`config.mk`:
```
export PLATFORM = sky130hd
export DESIGN_NAME = command_lexer_keyword_match
export DESIGN_NICKNAME = d
export VERILOG_FILES = /design/src/rtl/core/clkm_pkg.sv /design/src/rtl/core/clkm_front.sv /design/src/rtl/core/clkm_queue.sv /design/src/rtl/core/clkm_back.sv /design/src/rtl/core/command_lexer_keyword_match.sv
export SDC_FILE = /design/constraint.sdc
export NUM_CORES = 1
export LEC_CHECK = 0
export BUFFER_PORTS_ARGS = -buffer_cell sky130_fd_sc_hd__buf_2
export CAP_MARGIN = 20
export CORE_MARGIN = 2
export CORE_UTILIZATION = 60
export CTS_BUF_LIST = sky130_fd_sc_hd__clkbuf_16
export CTS_CLUSTER_DIAMETER = 30
export DETAILED_ROUTE_END_ITERATION = 6
export PLACE_DENSITY_LB_ADDON = 0.08
export SYNTH_ARGS = -nofsm -noshare
export SYNTH_HDL_FRONTEND = slang
export SYNTH_SLANG_ARGS = --single-unit
export TNS_END_PERCENT = 10
```
`constraint.sdc`:
```
create_clock -name clk_i -period 3.6 [get_ports clk_i]
set_clock_uncertainty 0.1 [all_clocks]
set_input_delay 0.9 -clock clk_i [delete_from_list [all_inputs] [get_ports clk_i]]
set_output_delay 0.9 -clock clk_i [all_outputs]
set_load 0.02 [all_outputs]
```
`src/rtl/core/clkm_pkg.sv`:
```
// Shared types, token codes and keyword tables for the command lexer.
// No dependencies; every other file of the block uses this package.
`timescale 1ns / 1ps

package clkm_pkg;

  localparam int KwCount  = 15;
  localparam int KwMaxLen = 8;

  // Token codes carried on token_kind.
  localparam logic [4:0] TK_WORD_TEXT = 5'd0;
  localparam logic [4:0] TK_STRING    = 5'd1;
  localparam logic [4:0] TK_KW_BASE   = 5'd2;
  localparam logic [4:0] TK_KW_LAST   = 5'd16;
  localparam logic [4:0] TK_BANG      = 5'd17;
  localparam logic [4:0] TK_LT        = 5'd18;
  localparam logic [4:0] TK_GT        = 5'd19;
  localparam logic [4:0] TK_HYPHEN    = 5'd20;
  localparam logic [4:0] TK_EOL       = 5'd21;

  // Character codes.
  localparam logic [7:0] CH_NUL     = 8'h00;
  localparam logic [7:0] CH_NEWLINE = 8'h0A;
  localparam logic [7:0] CH_SPACE   = 8'h20;
  localparam logic [7:0] CH_HASH    = 8'h23;
  localparam logic [7:0] CH_BANG    = 8'h21;
  localparam logic [7:0] CH_LT      = 8'h3C;
  localparam logic [7:0] CH_GT      = 8'h3E;
  localparam logic [7:0] CH_HYPHEN  = 8'h2D;

  localparam logic [3:0] LEN_SAT = 4'd8;

  localparam logic [7:0] KW_TEXT [KwCount][KwMaxLen] = '{
    '{"l", "i", "s", "t", 8'h00, 8'h00, 8'h00, 8'h00},
    '{"r", "u", "n", 8'h00, 8'h00, 8'h00, 8'h00, 8'h00},
    '{"o", "p", "e", "n", 8'h00, 8'h00, 8'h00, 8'h00},
    '{"c", "l", "o", "s", "e", 8'h00, 8'h00, 8'h00},
    '{"l", "e", "a", "v", "e", 8'h00, 8'h00, 8'h00},
    '{"q", "u", "i", "t", 8'h00, 8'h00, 8'h00, 8'h00},
    '{"h", "e", "l", "p", 8'h00, 8'h00, 8'h00, 8'h00},
    '{"g", "e", "t", 8'h00, 8'h00, 8'h00, 8'h00, 8'h00},
    '{"p", "u", "t", 8'h00, 8'h00, 8'h00, 8'h00, 8'h00},
    '{"p", "o", "s", "t", 8'h00, 8'h00, 8'h00, 8'h00},
    '{"d", "e", "l", "e", "t", "e", 8'h00, 8'h00},
    '{"h", "e", "a", "d", "e", "r", 8'h00, 8'h00},
    '{"v", "e", "r", "b", "o", "s", "e", 8'h00},
    '{"o", "n", 8'h00, 8'h00, 8'h00, 8'h00, 8'h00, 8'h00},
    '{"o", "f", "f", 8'h00, 8'h00, 8'h00, 8'h00, 8'h00}
  };

  localparam logic [3:0] KW_LEN [KwCount] = '{
    4'd4, 4'd3, 4'd4, 4'd5, 4'd5, 4'd4, 4'd4, 4'd3,
    4'd3, 4'd4, 4'd6, 4'd6, 4'd7, 4'd2, 4'd3
  };

  localparam int QDepth = 4;
  localparam int QAw    = $clog2(QDepth);
  localparam int QCntW  = $clog2(QDepth + 1);

  // One queue entry: a first result, plus an end-of-line result when two is set.
  typedef struct packed {
    logic [4:0] kind;
    logic [7:0] text;
    logic       two;
  } clkm_entry_t;

  typedef struct packed {
    logic empty;
    logic full;
  } clkm_qstat_t;

  // Keywords that still match when byte c lands at position pos.
  function automatic logic [KwCount-1:0] kw_match(input logic [3:0] pos, input logic [7:0] c);
    logic [KwCount-1:0] m;
    m = '0;
    for (int k = 0; k < KwCount; k++) begin
      if (pos < KW_LEN[k] && KW_TEXT[k][pos[2:0]] == c) begin
        m[k] = 1'b1;
      end
    end
    return m;
  endfunction

  // Lowest-numbered live keyword of matching length, else plain string.
  function automatic logic [4:0] kw_classify(input logic [KwCount-1:0] alive,
                                             input logic [3:0] len);
    logic [4:0] kind;
    kind = TK_STRING;
    for (int k = KwCount - 1; k >= 0; k--) begin
      if (alive[k] && KW_LEN[k] == len) begin
        kind = TK_KW_BASE + 5'(k);
      end
    end
    return kind;
  endfunction

endpackage

```
`src/rtl/core/clkm_front.sv`:
```
// Front end of the command lexer: accept bytes, track lexer state, classify words.
// Depends on clkm_pkg; pushes entries into clkm_queue.
`timescale 1ns / 1ps

module clkm_front (
  input  logic                 clk_i,
  input  logic                 rst_ni,
  input  logic                 in_valid_i,
  input  logic [7:0]           char_in_i,
  input  clkm_pkg::clkm_qstat_t qstat_i,
  output logic                 accept_o,
  output logic                 push_o,
  output clkm_pkg::clkm_entry_t entry_o
);

  typedef enum logic [1:0] {
    ModeIdle,
    ModeWord,
    ModeComment
  } mode_e;

  mode_e                          mode_q, mode_d;
  logic [3:0]                     len_q, len_d;
  logic [clkm_pkg::KwCount-1:0]   alive_q, alive_d;

  logic c_eol;
  logic c_space;
  logic c_hash;

  assign accept_o = in_valid_i && !qstat_i.full;
  assign c_eol    = (char_in_i == clkm_pkg::CH_NUL) || (char_in_i == clkm_pkg::CH_NEWLINE);
  assign c_space  = (char_in_i == clkm_pkg::CH_SPACE);
  assign c_hash   = (char_in_i == clkm_pkg::CH_HASH);

  always_comb begin
    mode_d       = mode_q;
    len_d        = len_q;
    alive_d      = alive_q;
    push_o       = 1'b0;
    entry_o.kind = clkm_pkg::TK_WORD_TEXT;
    entry_o.text = char_in_i;
    entry_o.two  = 1'b0;
    case (mode_q)
      ModeWord: begin
        if (c_space || c_hash || c_eol) begin
          push_o       = accept_o;
          entry_o.kind = clkm_pkg::kw_classify(alive_q, len_q);
          entry_o.text = '0;
          entry_o.two  = c_eol;
          len_d        = '0;
          alive_d      = '1;
          mode_d       = c_hash ? ModeComment : ModeIdle;
        end else begin
          push_o  = accept_o;
          alive_d = alive_q & clkm_pkg::kw_match(len_q, char_in_i);
          len_d   = (len_q < clkm_pkg::LEN_SAT) ? len_q + 4'd1 : len_q;
        end
      end
      ModeComment: begin
        if (c_eol) begin
          push_o       = accept_o;
          entry_o.kind = clkm_pkg::TK_EOL;
          entry_o.text = '0;
          mode_d       = ModeIdle;
        end
      end
      default: begin
        mode_d = ModeIdle;
        if (c_space) begin
          push_o = 1'b0;
        end else if (c_hash) begin
          mode_d = ModeComment;
        end else if (char_in_i == clkm_pkg::CH_BANG) begin
          push_o       = accept_o;
          entry_o.kind = clkm_pkg::TK_BANG;
        end else if (char_in_i == clkm_pkg::CH_LT) begin
          push_o       = accept_o;
          entry_o.kind = clkm_pkg::TK_LT;
        end else if (char_in_i == clkm_pkg::CH_GT) begin
          push_o       = accept_o;
          entry_o.kind = clkm_pkg::TK_GT;
        end else if (char_in_i == clkm_pkg::CH_HYPHEN) begin
          push_o       = accept_o;
          entry_o.kind = clkm_pkg::TK_HYPHEN;
        end else if (c_eol) begin
          push_o       = accept_o;
          entry_o.kind = clkm_pkg::TK_EOL;
          entry_o.text = '0;
        end else begin
          // First byte of a word: match from position zero with all keywords live.
          push_o  = accept_o;
          mode_d  = ModeWord;
          alive_d = clkm_pkg::kw_match(4'd0, char_in_i);
          len_d   = 4'd1;
        end
      end
    endcase
  end

  // Advance the lexer state only on an accepted byte; hold it otherwise.
  always_ff @(posedge clk_i or negedge rst_ni) begin
    if (!rst_ni) begin
      mode_q  <= ModeIdle;
      len_q   <= '0;
      alive_q <= '1;
    end else if (accept_o) begin
      mode_q  <= mode_d;
      len_q   <= len_d;
      alive_q <= alive_d;
    end
  end

endmodule

```
`src/rtl/core/clkm_queue.sv`:
```
// Short entry queue between the lexer front end and the result back end.
// Depends on clkm_pkg for the entry type and depth.
`timescale 1ns / 1ps

module clkm_queue (
  input  logic                  clk_i,
  input  logic                  rst_ni,
  input  logic                  push_i,
  input  clkm_pkg::clkm_entry_t push_entry_i,
  input  logic                  pop_i,
  output clkm_pkg::clkm_entry_t head_o,
  output clkm_pkg::clkm_qstat_t qstat_o
);

  clkm_pkg::clkm_entry_t        mem_q [clkm_pkg::QDepth];
  logic [clkm_pkg::QAw-1:0]     wr_ptr_q;
  logic [clkm_pkg::QAw-1:0]     rd_ptr_q;
  logic [clkm_pkg::QCntW-1:0]   cnt_q;

  assign head_o        = mem_q[rd_ptr_q];
  assign qstat_o.empty = (cnt_q == '0);
  assign qstat_o.full  = (cnt_q == clkm_pkg::QCntW'(clkm_pkg::QDepth));

  always_ff @(posedge clk_i or negedge rst_ni) begin
    if (!rst_ni) begin
      wr_ptr_q <= '0;
      rd_ptr_q <= '0;
      cnt_q    <= '0;
    end else begin
      if (push_i) begin
        wr_ptr_q <= wr_ptr_q + 1'b1;
      end
      if (pop_i) begin
        rd_ptr_q <= rd_ptr_q + 1'b1;
      end
      if (push_i && !pop_i) begin
        cnt_q <= cnt_q + 1'b1;
      end else if (pop_i && !push_i) begin
        cnt_q <= cnt_q - 1'b1;
      end
    end
  end

  always_ff @(posedge clk_i) begin
    if (push_i) begin
      mem_q[wr_ptr_q] <= push_entry_i;
    end
  end

endmodule

```
`src/rtl/core/clkm_back.sv`:
```
// Back end of the command lexer: expand queue entries into result words.
// Depends on clkm_pkg; drains clkm_queue into the output register.
`timescale 1ns / 1ps

module clkm_back (
  input  logic                  clk_i,
  input  logic                  rst_ni,
  input  clkm_pkg::clkm_entry_t head_i,
  input  clkm_pkg::clkm_qstat_t qstat_i,
  output logic                  pop_o,
  output logic                  out_valid_o,
  input  logic                  out_stall_i,
  output logic [4:0]            token_kind_o,
  output logic [7:0]            text_byte_o,
  output logic                  last_of_run_o
);

  logic       out_valid_q;
  logic       pend_eol_q;
  logic [4:0] kind_q;
  logic [7:0] text_q;
  logic       last_q;
  logic       load;

  assign load  = !out_valid_q || !out_stall_i;
  assign pop_o = load && !pend_eol_q && !qstat_i.empty;

  always_ff @(posedge clk_i or negedge rst_ni) begin
    if (!rst_ni) begin
      out_valid_q <= 1'b0;
      pend_eol_q  <= 1'b0;
    end else if (load) begin
      if (pend_eol_q) begin
        out_valid_q <= 1'b1;
        pend_eol_q  <= 1'b0;
      end else begin
        out_valid_q <= !qstat_i.empty;
        pend_eol_q  <= !qstat_i.empty && head_i.two;
      end
    end
  end

  // Payload: the second word of a two-word entry is always end of line.
  always_ff @(posedge clk_i) begin
    if (load) begin
      if (pend_eol_q) begin
        kind_q <= clkm_pkg::TK_EOL;
        text_q <= '0;
        last_q <= 1'b1;
      end else begin
        kind_q <= head_i.kind;
        text_q <= head_i.text;
        last_q <= !head_i.two;
      end
    end
  end

  assign out_valid_o   = out_valid_q;
  assign token_kind_o  = kind_q;
  assign text_byte_o   = text_q;
  assign last_of_run_o = last_q;

endmodule

```
`src/rtl/core/command_lexer_keyword_match.sv`:
```
// Command lexer with keyword match: one command-line byte in per cycle, tokens out.
// An accepted byte's first result word passes the entry queue, then the output register.
// Throughput: one byte per cycle; one result word leaves per cycle while out_stall_i is low,
// so a byte that ends a word at end of line yields two words; input stalls on a full queue.
// Reset (rst_ni low, async): between tokens, empty queue, no output word pending.
// Depends on clkm_pkg, clkm_front, clkm_queue and clkm_back.
`timescale 1ns / 1ps

module command_lexer_keyword_match (
  input  logic       clk_i,
  input  logic       rst_ni,
  input  logic       in_valid_i,
  output logic       in_stall_o,
  input  logic [7:0] char_in_i,
  output logic       out_valid_o,
  input  logic       out_stall_i,
  output logic [4:0] token_kind_o,
  output logic [7:0] text_byte_o,
  output logic       last_of_run_o
);

  clkm_pkg::clkm_qstat_t qstat;
  clkm_pkg::clkm_entry_t push_entry;
  clkm_pkg::clkm_entry_t head;
  logic                  accept;
  logic                  push;
  logic                  pop;

  // Stall the input only when the entry queue is full; the front end then
  // holds its lexer state until a slot frees up.
  assign in_stall_o = qstat.full;

  // Front end: byte classification, word tracking, keyword mask.
  clkm_front u_front (
    .clk_i      (clk_i),
    .rst_ni     (rst_ni),
    .in_valid_i (in_valid_i),
    .char_in_i  (char_in_i),
    .qstat_i    (qstat),
    .accept_o   (accept),
    .push_o     (push),
    .entry_o    (push_entry)
  );

  // Queue decouples the byte stream from output back-pressure.
  clkm_queue u_queue (
    .clk_i        (clk_i),
    .rst_ni       (rst_ni),
    .push_i       (push),
    .push_entry_i (push_entry),
    .pop_i        (pop),
    .head_o       (head),
    .qstat_o      (qstat)
  );

  // Back end: one result word per cycle into the output register unless the output stalls.
  clkm_back u_back (
    .clk_i         (clk_i),
    .rst_ni        (rst_ni),
    .head_i        (head),
    .qstat_i       (qstat),
    .pop_o         (pop),
    .out_valid_o   (out_valid_o),
    .out_stall_i   (out_stall_i),
    .token_kind_o  (token_kind_o),
    .text_byte_o   (text_byte_o),
    .last_of_run_o (last_of_run_o)
  );

  // Never push into a full queue.
  assert property (@(posedge clk_i) disable iff (!rst_ni) !(push && qstat.full))
    else $error("entry pushed into full queue");

  // A push only happens on an accepted byte.
  assert property (@(posedge clk_i) disable iff (!rst_ni) push |-> accept)
    else $error("entry pushed without accepted byte");

  // A word that is not last of its run is followed at once by end of line.
  assert property (@(posedge clk_i) disable iff (!rst_ni)
                   (out_valid_o && !out_stall_i && !last_of_run_o) |=>
                   (out_valid_o && token_kind_o == clkm_pkg::TK_EOL && last_of_run_o))
    else $error("end of line missing after classification");

  // Only a word classification can precede end of line within one run.
  assert property (@(posedge clk_i) disable iff (!rst_ni)
                   (out_valid_o && !last_of_run_o) |->
                   (token_kind_o >= clkm_pkg::TK_STRING &&
                    token_kind_o <= clkm_pkg::TK_KW_LAST))
    else $error("unexpected token kind before end of line");

endmodule

```
==> flow_metrics.tcl, run 1 <==
set metrics [dict create \
    min_period_ps 3260 \
    final_cell_count_no_fill 743 \
    diodes 0 \
    drc 0 \
    slew_headroom_pct 43.5 \
    syn_area_per_cell_um2 10.6 \
    port_buffers 27 \
    worstHoldPathType "reg2reg" \
    cts.sinks 100 \
    grt_usage_pct 30.0 \
    regArea_um2 2870 \
    grtUsageMet2_pct 51.3 \
    gp_congestion 0.936 \
    avgViaCountPerCell 6.39 \
    synth.distinct_cells 81 \
    drt-initial-drc-count 329 \
    async_flop_share_pct 30.0 \
    dp_cells 727 \
    post_cts_buffers 0 \
    grt_overflow 0 \
    vias 4748 \
    antenna_found_initial 0 \
    tritoncts "built" \
    place_area_um2 6470 \
    wl_per_cell_um 21.2 \
    die_h_um 105 \
    final_nets 630 \
    cts-root-buf "clkbuf_16" \
    cts.path.max_buffers 2 \
    clk_latency_ps 340 \
    netlist_instances 581 \
    synthesis.nets 609 \
    crit_fanout 7 \
    grt_setup_unrepaired "no" \
    first_global_vias 4778 \
    setup_violations 0 \
    n_fill_cell 780 \
    ys_ff_latch 100 \
    die_area_um2 11100 \
    area_growth_pct 10.2 \
    multiInputGateArea_um2 3020 \
    cap_violations 0 \
    worst_setup_path_start_kind "input port" \
    synth-seq-area-share_pct 46.6 \
    drt_wl_total_um 15700 \
    finalCritPeriodShare_pct 90.4 \
    run_status "finished, final reports clean" \
    antenna_left 0 \
    grt_max_degree 52 \
    met1_usage_pct 37.2 \
    yosys_warnings 0 \
    clk_pin_slew_ps 70 \
    htreeDepth 3 \
    rows 37 \
    dr.pass1.iters 5 \
    synth_edf_count 70 \
    drive_gt1_share_pct 20.1 \
    synth_ff_type "edfxtp_1" \
    cts_buffers 9 \
    fmax_mhz 307 \
    endpoint_kind "register" \
    hold_viol 0 \
    die_w_um 105 \
    dpl.hpwl_um 11300 \
    criticalPathCategory "in2reg" \
    coreArea_um2 10100 \
    tightest_slew_ps 845 \
    arrival_ps 3410 \
    io_pins 28 \
    hold_buffers 0 \
    use_met3_pct 4.45 \
    slew_viol_final 0 \
    power.leakage_nw 2.47 \
    syn-cell-area_um2 6170 \
    initial_utilization_pct 60.8 \
    final_area_um2 6790 \
    grt_pass1_wl_um 25500 \
    top_usage_layer "met2" \
    ir_drop_uv 461 \
    pwr_density_cell_nw_per_um2 778 \
    crit_required_ps 3760 \
    cts.repair.resized 0 \
]
==> layout make-up <==
class / count / area share (%)
clock buffers: 10 / 3.68
clock inverters: 6 / 1.14
inverters: 19 / 1.05
multi-input cells: 418 / 44.4
flip-flops and latches: 100 / 42.3
well taps: 136 / 2.50
repair buffers: 54 / 4.97
==> power by group <==
group / internal [mW] / switching, mW / leakage [nW]
sequential: 1.67 / 0.267 / 1.00
clock: 0.593 / 0.436 / 0.158
combinational: 0.955 / 1.36 / 1.31
total: 3.22 / 2.06 / 2.47
==> metal layers <==
| metal | vias up | part of all wire, % | wire [um] |
|---|---|---|---|
| li1 | 2199 | - | - |
| met1 | 2305 | 40 | 6290 |
| met2 | 182 | 50 | 7870 |
| met3 | 62 | 4.7 | 740 |
| met4 | 0 | 5.2 | 821 |
| met5 | - | 0 | 0 |
==> registers in the layout, indices dropped and copies added (netlist names) <==
register / flops
u_queue.rd_ptr_q: 2
u_back.last_of_run_o: 1
u_front.alive_q: 15
u_front.mode_q: 2
u_back.pend_eol_q: 1
u_back.out_valid_o: 1
u_back.text_byte_o: 8
u_queue.wr_ptr_q: 2
u_queue.cnt_q: 3
u_front.len_q: 4
u_back.token_kind_o: 5
u_queue.mem_q: 56
==> final timing paths <==
check / depth (start not counted) / to / startpoint / slack [ps]
min: 2 / u_front.alive_q[8] / u_front.alive_q[8] / 400
max: 12 / u_queue.cnt_q[2] / char_in_i[4] / 340
max reg2reg: 9 / u_queue.mem_q[0][10] / u_front.len_q[1] / 670
max in group asynchronous: 1 / u_front.mode_q[0] / rst_ni / 2430
min in group asynchronous: 1 / u_queue.rd_ptr_q[1] / rst_ni / 510
min reg2reg: 2 / u_front.alive_q[8] / u_front.alive_q[8] / 400
==> cells by family after synthesis <==
logic type	synth area share, %
adder cells (fa/ha/maj)	3.37
AO/OA/AOI/OAI	16.0
flip-flops	46.6
AND/OR/NAND/NOR	18.4
buffers and inverters	4.54
XOR/XNOR	5.11
multiplexers	6.01
==> synth_stat cells (4+ instances only) <==
master | number | area (um2)
edfxtp_1 | 70 | 2100
nand2_1 | 42 | 158
a21oi_1 | 36 | 180
nor2b_1 | 33 | 206
nor2_1 | 31 | 116
o21ai_0 | 28 | 140
xnor2_1 | 26 | 228
clkbuf_1 | 18 | 67.6
inv_1 | 18 | 67.6
buf_2 | 17 | 85.1
dfrtp_1 | 15 | 375
dfstp_2 | 15 | 394
ha_1 | 15 | 188
mux4_2 | 14 | 315
nand3_1 | 12 | 60.1
nor3_1 | 10 | 50.1
xor2_1 | 10 | 87.6
a31oi_1 | 8 | 50.1
a32oi_1 | 8 | 70.1
and2_1 | 8 | 50.1
and3_1 | 8 | 50.1
o31ai_1 | 8 | 60.1
nand2b_1 | 6 | 37.5
nor3b_1 | 6 | 45.0
nor4_1 | 6 | 37.5
o21a_1 | 6 | 45.0
a22oi_1 | 5 | 37.5
buf_1 | 5 | 18.8
o211ai_1 | 5 | 37.5
or2_2 | 5 | 31.3
nor4b_1 | 4 | 35.0
o22ai_1 | 4 | 25.0
o32ai_1 | 4 | 35.0
==> critical path, cell delays in order <==
cell	delay (ps)
buf_2	140
nor4_1	410
and3_1	290
a21oi_1	80
o21a_1	220
nor2_4	160
ha_1	200
inv_1	70
fa_1	440
xor2_1	170
nor2_1	110
xor2_1	200
==> layout by cell type (no fill, tap or decap), drive strengths merged, types with 20 or more instances in the layout <==
master / Yosys / layout
a21oi: 36 / 36
buf: 26 / 54
edfxtp: 70 / 70
inv: 18 / 20
nand2: 43 / 43
nor2: 36 / 36
nor2b: 34 / 34
o21ai: 30 / 30
xnor2: 26 / 26
==> per-stage QoR <==
step | total power [mW] | setup WS, ps | hold WS, ps | setup TNS [ps] | util [%]
floorplan | 3.55 | 308 | 356 | 0 | -
global placement | 4.19 | 152 | 373 | 0 | 63.8
detailed placement | 4.24 | -4.57 | 396 | -4.57 | 63.8
CTS | 5.28 | 359 | 406 | 0 | 67.0
global route | 5.60 | 156 | 418 | 0 | 67.0
finish | 5.28 | 344 | 403 | 0 | 67.0
(Power assumes the default switching activity.)
==> inputs of run 2 (changes only) <==
--- a/config.mk
+++ b/config.mk
@@ -8,8 +8,7 @@
 export BUFFER_PORTS_ARGS = -buffer_cell sky130_fd_sc_hd__buf_2
 export CAP_MARGIN = 20
 export CORE_MARGIN = 2
-export CORE_UTILIZATION = 60
-export CTS_BUF_LIST = sky130_fd_sc_hd__clkbuf_16
+export CORE_UTILIZATION = 56
 export CTS_CLUSTER_DIAMETER = 30
 export DETAILED_ROUTE_END_ITERATION = 6
 export PLACE_DENSITY_LB_ADDON = 0.08
==> constraint.sdc (replaced) <==
create_clock -name clk_i -period 2.9 [get_ports clk_i]
set_clock_uncertainty 0.1 [all_clocks]
set_input_delay 0.725 -clock clk_i [delete_from_list [all_inputs] [get_ports clk_i]]
set_output_delay 0.725 -clock clk_i [all_outputs]
set_load 0.02 [all_outputs]
==> flow_metrics.tcl, run 2 (synthesized netlist as in run 1, its figures left out) <==
set metrics [dict create \
    avgViaCountPerCell 6.24 \
    p_seq_share_pct 37.7 \
    diodes 0 \
    post_cts_buffers 0 \
    grt_usage_pct 29.9 \
    drt-initial-drc-count 530 \
    vias 4872 \
    cts-root-buf "clkbuf_8" \
    die_w_um 109 \
    n_fill_cell 814 \
    pwr_density_cell_nw_per_um2 913 \
    drt_wl_total_um 16700 \
    antenna_found_initial 0 \
    port_buffers 27 \
    grt_pass1_wl_um 26200 \
    drive_gt1_share_pct 25.0 \
    initial_utilization_pct 57.1 \
    p_comb_share_pct 47.6 \
    power.leakage_nw 2.61 \
    endpoint_kind "register" \
    first_global_vias 4902 \
    drt-met1-wl_um 6690 \
    dpl.hpwl_um 12500 \
    worstHoldPathType "in2async" \
    multiInputGateArea_um2 3050 \
    tritoncts "built" \
    wl_met3_um 1010 \
    finalCritPeriodShare_pct 92.4 \
    final_nets 664 \
    ir_drop_uv 620 \
    p_switching_mw 2.57 \
    io_pins 28 \
    power_frac_clock_pct 14.6 \
    grt_max_degree 31 \
    met2WireLength_um 8040 \
    min_period_ps 2680 \
    dr.pass1.iters 5 \
    cts_buffers 9 \
    coreArea_um2 10800 \
    criticalPathCategory "reg2reg" \
    die_h_um 109 \
    mostFrequentLayoutCell "edfxtp_1" \
    slew_headroom_pct 50.6 \
    cts.sinks 100 \
    drc 0 \
    largest_reg_flops 56 \
    clk_latency_ps 380 \
    slew_viol_final 0 \
    power_mw 6.43 \
    antenna_left 0 \
    cts.path.max_buffers 2 \
    crit_required_ps 3110 \
    htreeDepth 3 \
    grt_overflow 0 \
    highest_layer "met4" \
    rows 38 \
    arrival_ps 2890 \
    crit_fanout 9 \
    top_register "u_queue.mem_q" \
    dpl_worst_slack_ps -66.1 \
    wl_per_cell_um 21.3 \
    hold_buffers 0 \
    tightest_slew_ps 741 \
    internal_power_mw 3.85 \
    regArea_um2 2870 \
    clk_pin_slew_ps 100 \
    hold_viol 0 \
    grt_setup_unrepaired "no" \
    cap_violations 0 \
    run_status "finished, final reports clean" \
    die_area_um2 11900 \
    area_growth_pct 14.1 \
    setup_violations 0 \
    gp_congestion 0.938 \
    setup_ws_ps 220 \
    worst_setup_path_start_kind "register" \
    final_cell_mix "edfxtp_1 (70), buf_4 (56), nand2_1 (42)" \
    netSwitchingFraction_pct 40.0 \
    fmax_mhz 373 \
    cts.repair.resized 0 \
]
[run 2: changes by cell type in the layout (fill, tap and decap cells not counted), moves of 2 or more]
cell,delta
buf_12,+5
buf_4,+29
clkbuf_16,-8
clkbuf_8,+9
clkinv_4,-2
[run 2: final cells by class]
cell class | count | area share (%)
flip-flops and latches | 100 | 40.8
inverters | 19 | 1.01
clock inverters | 4 | 0.515
well taps | 140 | 2.49
multi-input cells | 418 | 43.4
clock buffers | 12 | 2.52
repair buffers | 88 | 9.31
[run 2: path summary, 6_finish.rpt]
check	cells past startpoint	startpoint	to	slack (ps)
worst max-delay path	7	u_front.len_q[1]	u_front.alive_q[6]	220
worst min-delay path	1	rst_ni	u_queue.wr_ptr_q[0]	300
worst max register to register	7	u_front.len_q[1]	u_front.alive_q[6]	220
worst min register to register	2	u_back.pend_eol_q	u_back.out_valid_o	390
max in group asynchronous	1	rst_ni	u_front.mode_q[1]	1910
min in group clk_i	2	u_back.pend_eol_q	u_back.out_valid_o	390
[run 2: metrics by stage]
step           TNS, ps  cells  instance area (um2)  util (%)  hold WS (ps)
5_1_grt              0    781                 7040      65.2           330
3_5_place_dp      -264    765                 6830      63.2           375
3_3_place_gp         0    765                 6830      63.2           371
4_1_cts              0    781                 7040      65.2           302
2_1_floorplan    -8.22    581                 6210         -           329
6_report             0    781                 7040      65.2           301
[run 2: layer usage]
layer | track usage, % | vias up
li1 | - | 2280
met3 | 5.68 | 57
met1 | 36.8 | 2325
met5 | 0 | -
met4 | 16.7 | 0
met2 | 49.3 | 210
[run 2: worst max-delay path, cell delays in order (launching register included)]
cell	delay [ps]
dfrtp_1	390
inv_1	280
ha_1	270
nor2b_1	590
nor2_1	140
xnor2_1	150
or4_1	510
a31oi_1	190
[run 2: power groups by stage]
stage | clock (mW) | combinational [mW] | sequential (mW)
2_1_floorplan | 0 | 2.04 | 2.40
3_3_place_gp | 0 | 2.98 | 2.43
3_5_place_dp | 0 | 3.04 | 2.45
4_1_cts | 0.958 | 3.05 | 2.42
5_1_grt | 1.00 | 3.36 | 2.47
6_report | 0.941 | 3.06 | 2.42
==> inputs of run 3 (changes only) <==
==> constraint.sdc (replaced) <==
create_clock -name clk_i -period 2.3 [get_ports clk_i]
set_clock_uncertainty 0.1 [all_clocks]
set_input_delay 0.575 -clock clk_i [delete_from_list [all_inputs] [get_ports clk_i]]
set_output_delay 0.575 -clock clk_i [all_outputs]
set_load 0.02 [all_outputs]
==> flow_metrics.tcl, run 3 (synthesized netlist as in run 1, its figures left out) <==
set metrics [dict create \
    first_global_vias 5225 \
    violations "negative setup slack" \
    drt-initial-drc-count 478 \
    diodes 0 \
    area_growth_pct 26.9 \
    clk_pin_slew_ps 100 \
    grt_pass1_wl_um 28300 \
    run_status "finished, violations left" \
    worst_setup_path_start_kind "input port" \
    grt_max_degree 31 \
    wl_per_cell_um 21.3 \
    tightest_slew_ps 716 \
    dpl.hpwl_um 13200 \
    ir_drop_uv 1210 \
    top_register "u_queue.mem_q" \
    grt_setup_unrepaired "yes" \
    drt_wl_total_um 17700 \
    grt_overflow 0 \
    io_pins 28 \
    dr.pass1.iters 6 \
    hold_buffers 0 \
    vias 5152 \
    holdWs_ps 144 \
    tritoncts "built" \
    cts.sinks 100 \
    avgViaCountPerCell 6.18 \
    drive_gt1_share_pct 37.2 \
    finalCritPeriodShare_pct 106 \
    gp_congestion 0.926 \
    final_cell_mix "buf_4 (95), edfxtp_1 (70), nand2_1 (42)" \
    clk_latency_ps 370 \
    n_fill_cell 740 \
    cap_violations 0 \
    cts_buffers 9 \
    die_h_um 109 \
    criticalPathCategory "in2reg" \
    setup_ws_ps -131 \
    drc 0 \
    crit_required_ps 2490 \
    slew_headroom_pct 52.3 \
    coreArea_um2 10800 \
    arrival_ps 2620 \
    hold_viol 0 \
    fmax_mhz 411 \
    mostFrequentLayoutCell "buf_4" \
    power.leakage_nw 2.94 \
    grt_usage_pct 31.8 \
    min_period_ps 2430 \
    place_area_um2 7220 \
    antenna_left 0 \
    htreeDepth 3 \
    initial_utilization_pct 57.1 \
    setup_violations 3 \
    worstHoldPathType "in2async" \
    port_buffers 27 \
    rows 38 \
    largest_reg_flops 56 \
    final_nets 716 \
    endpoint_kind "register" \
    antenna_found_initial 0 \
    cts.path.max_buffers 2 \
    pwr_density_cell_nw_per_um2 1140 \
    crit_fanout 2 \
    die_area_um2 11900 \
    final_area_um2 7830 \
    slew_viol_final 0 \
    cts-root-buf "clkbuf_8" \
    die_w_um 109 \
]
run 3: area by class of cell:
cell class / instances / area [um2] / share of cell area [%]
repair buffers: 140 / 1180 / 15.1
flip-flops and latches: 100 / 2870 / 36.7
multi-input cells: 418 / 3340 / 42.7
clock inverters: 6 / 55.1 / 0.703
clock buffers: 10 / 128 / 1.63
well taps: 140 / 175 / 2.24
inverters: 19 / 71.3 / 0.911
run 3: repair_timing:
action / 4_1_cts / 5_1_grt
buffers inserted: 2 / 10
pin swaps: 5 / 13
setup endpoints to repair: 31 / 126
gates resized for setup: 15 / 62
run 3: layer usage:
metal / track usage (%) / vias to the layer above / wire, um
li1: - / 2386 / -
met1: 39.1 / 2528 / 7060
met4: 15.5 / 0 / 717
met2: 54.7 / 188 / 9160
met5: 0 / - / 0
met3: 4.60 / 50 / 804
run 3: worst max-delay path: stages:
cell and delay [ps]:
buf_8 100, nor4_4 310, and3_4 240, a21oi_2 60, o21a_2 250, nor2_4 120
ha_4 150, inv_2 40, fa_2 330, xor2_1 150, nor2_1 120, xor2_1 170
run 3: stage by stage:
stage	utilization (%)	total power, mW	cells	setup slack (ps)	TNS [ps]
2_1_floorplan	-	5.60	581	-438	-14770
4_1_cts	69.5	8.58	823	-172	-386
3_5_place_dp	66.9	7.43	805	-602	-37210
3_3_place_gp	66.9	7.23	805	-436	-30100
6_report	72.5	8.92	833	-131	-325
5_1_grt	72.5	9.45	833	-221	-2730
run 3: worst paths after layout:
path | start | endpoint | slack (ps) | cells after the start
setup / recovery | char_in_i[0] | u_queue.cnt_q[2] | -130 | 12
hold / removal | rst_ni | u_queue.cnt_q[0] | 140 | 1
setup reg to reg | u_front.len_q[0] | u_front.alive_q[6] | -90 | 8
hold reg to reg | u_front.alive_q[4] | u_front.alive_q[4] | 430 | 2
max in group asynchronous | rst_ni | u_front.mode_q[1] | 1490 | 1
min in group clk_i | out_stall_i | u_back.out_valid_o | 380 | 3
run 3: where the power goes:
| part | leakage, nW | total (mW) | switching [mW] | internal [mW] |
|---|---|---|---|---|
| clock network | 0.0952 | 1.06 | 0.642 | 0.418 |
| registers | 1.00 | 2.99 | 0.375 | 2.62 |
| logic | 1.85 | 4.87 | 2.55 | 2.32 |
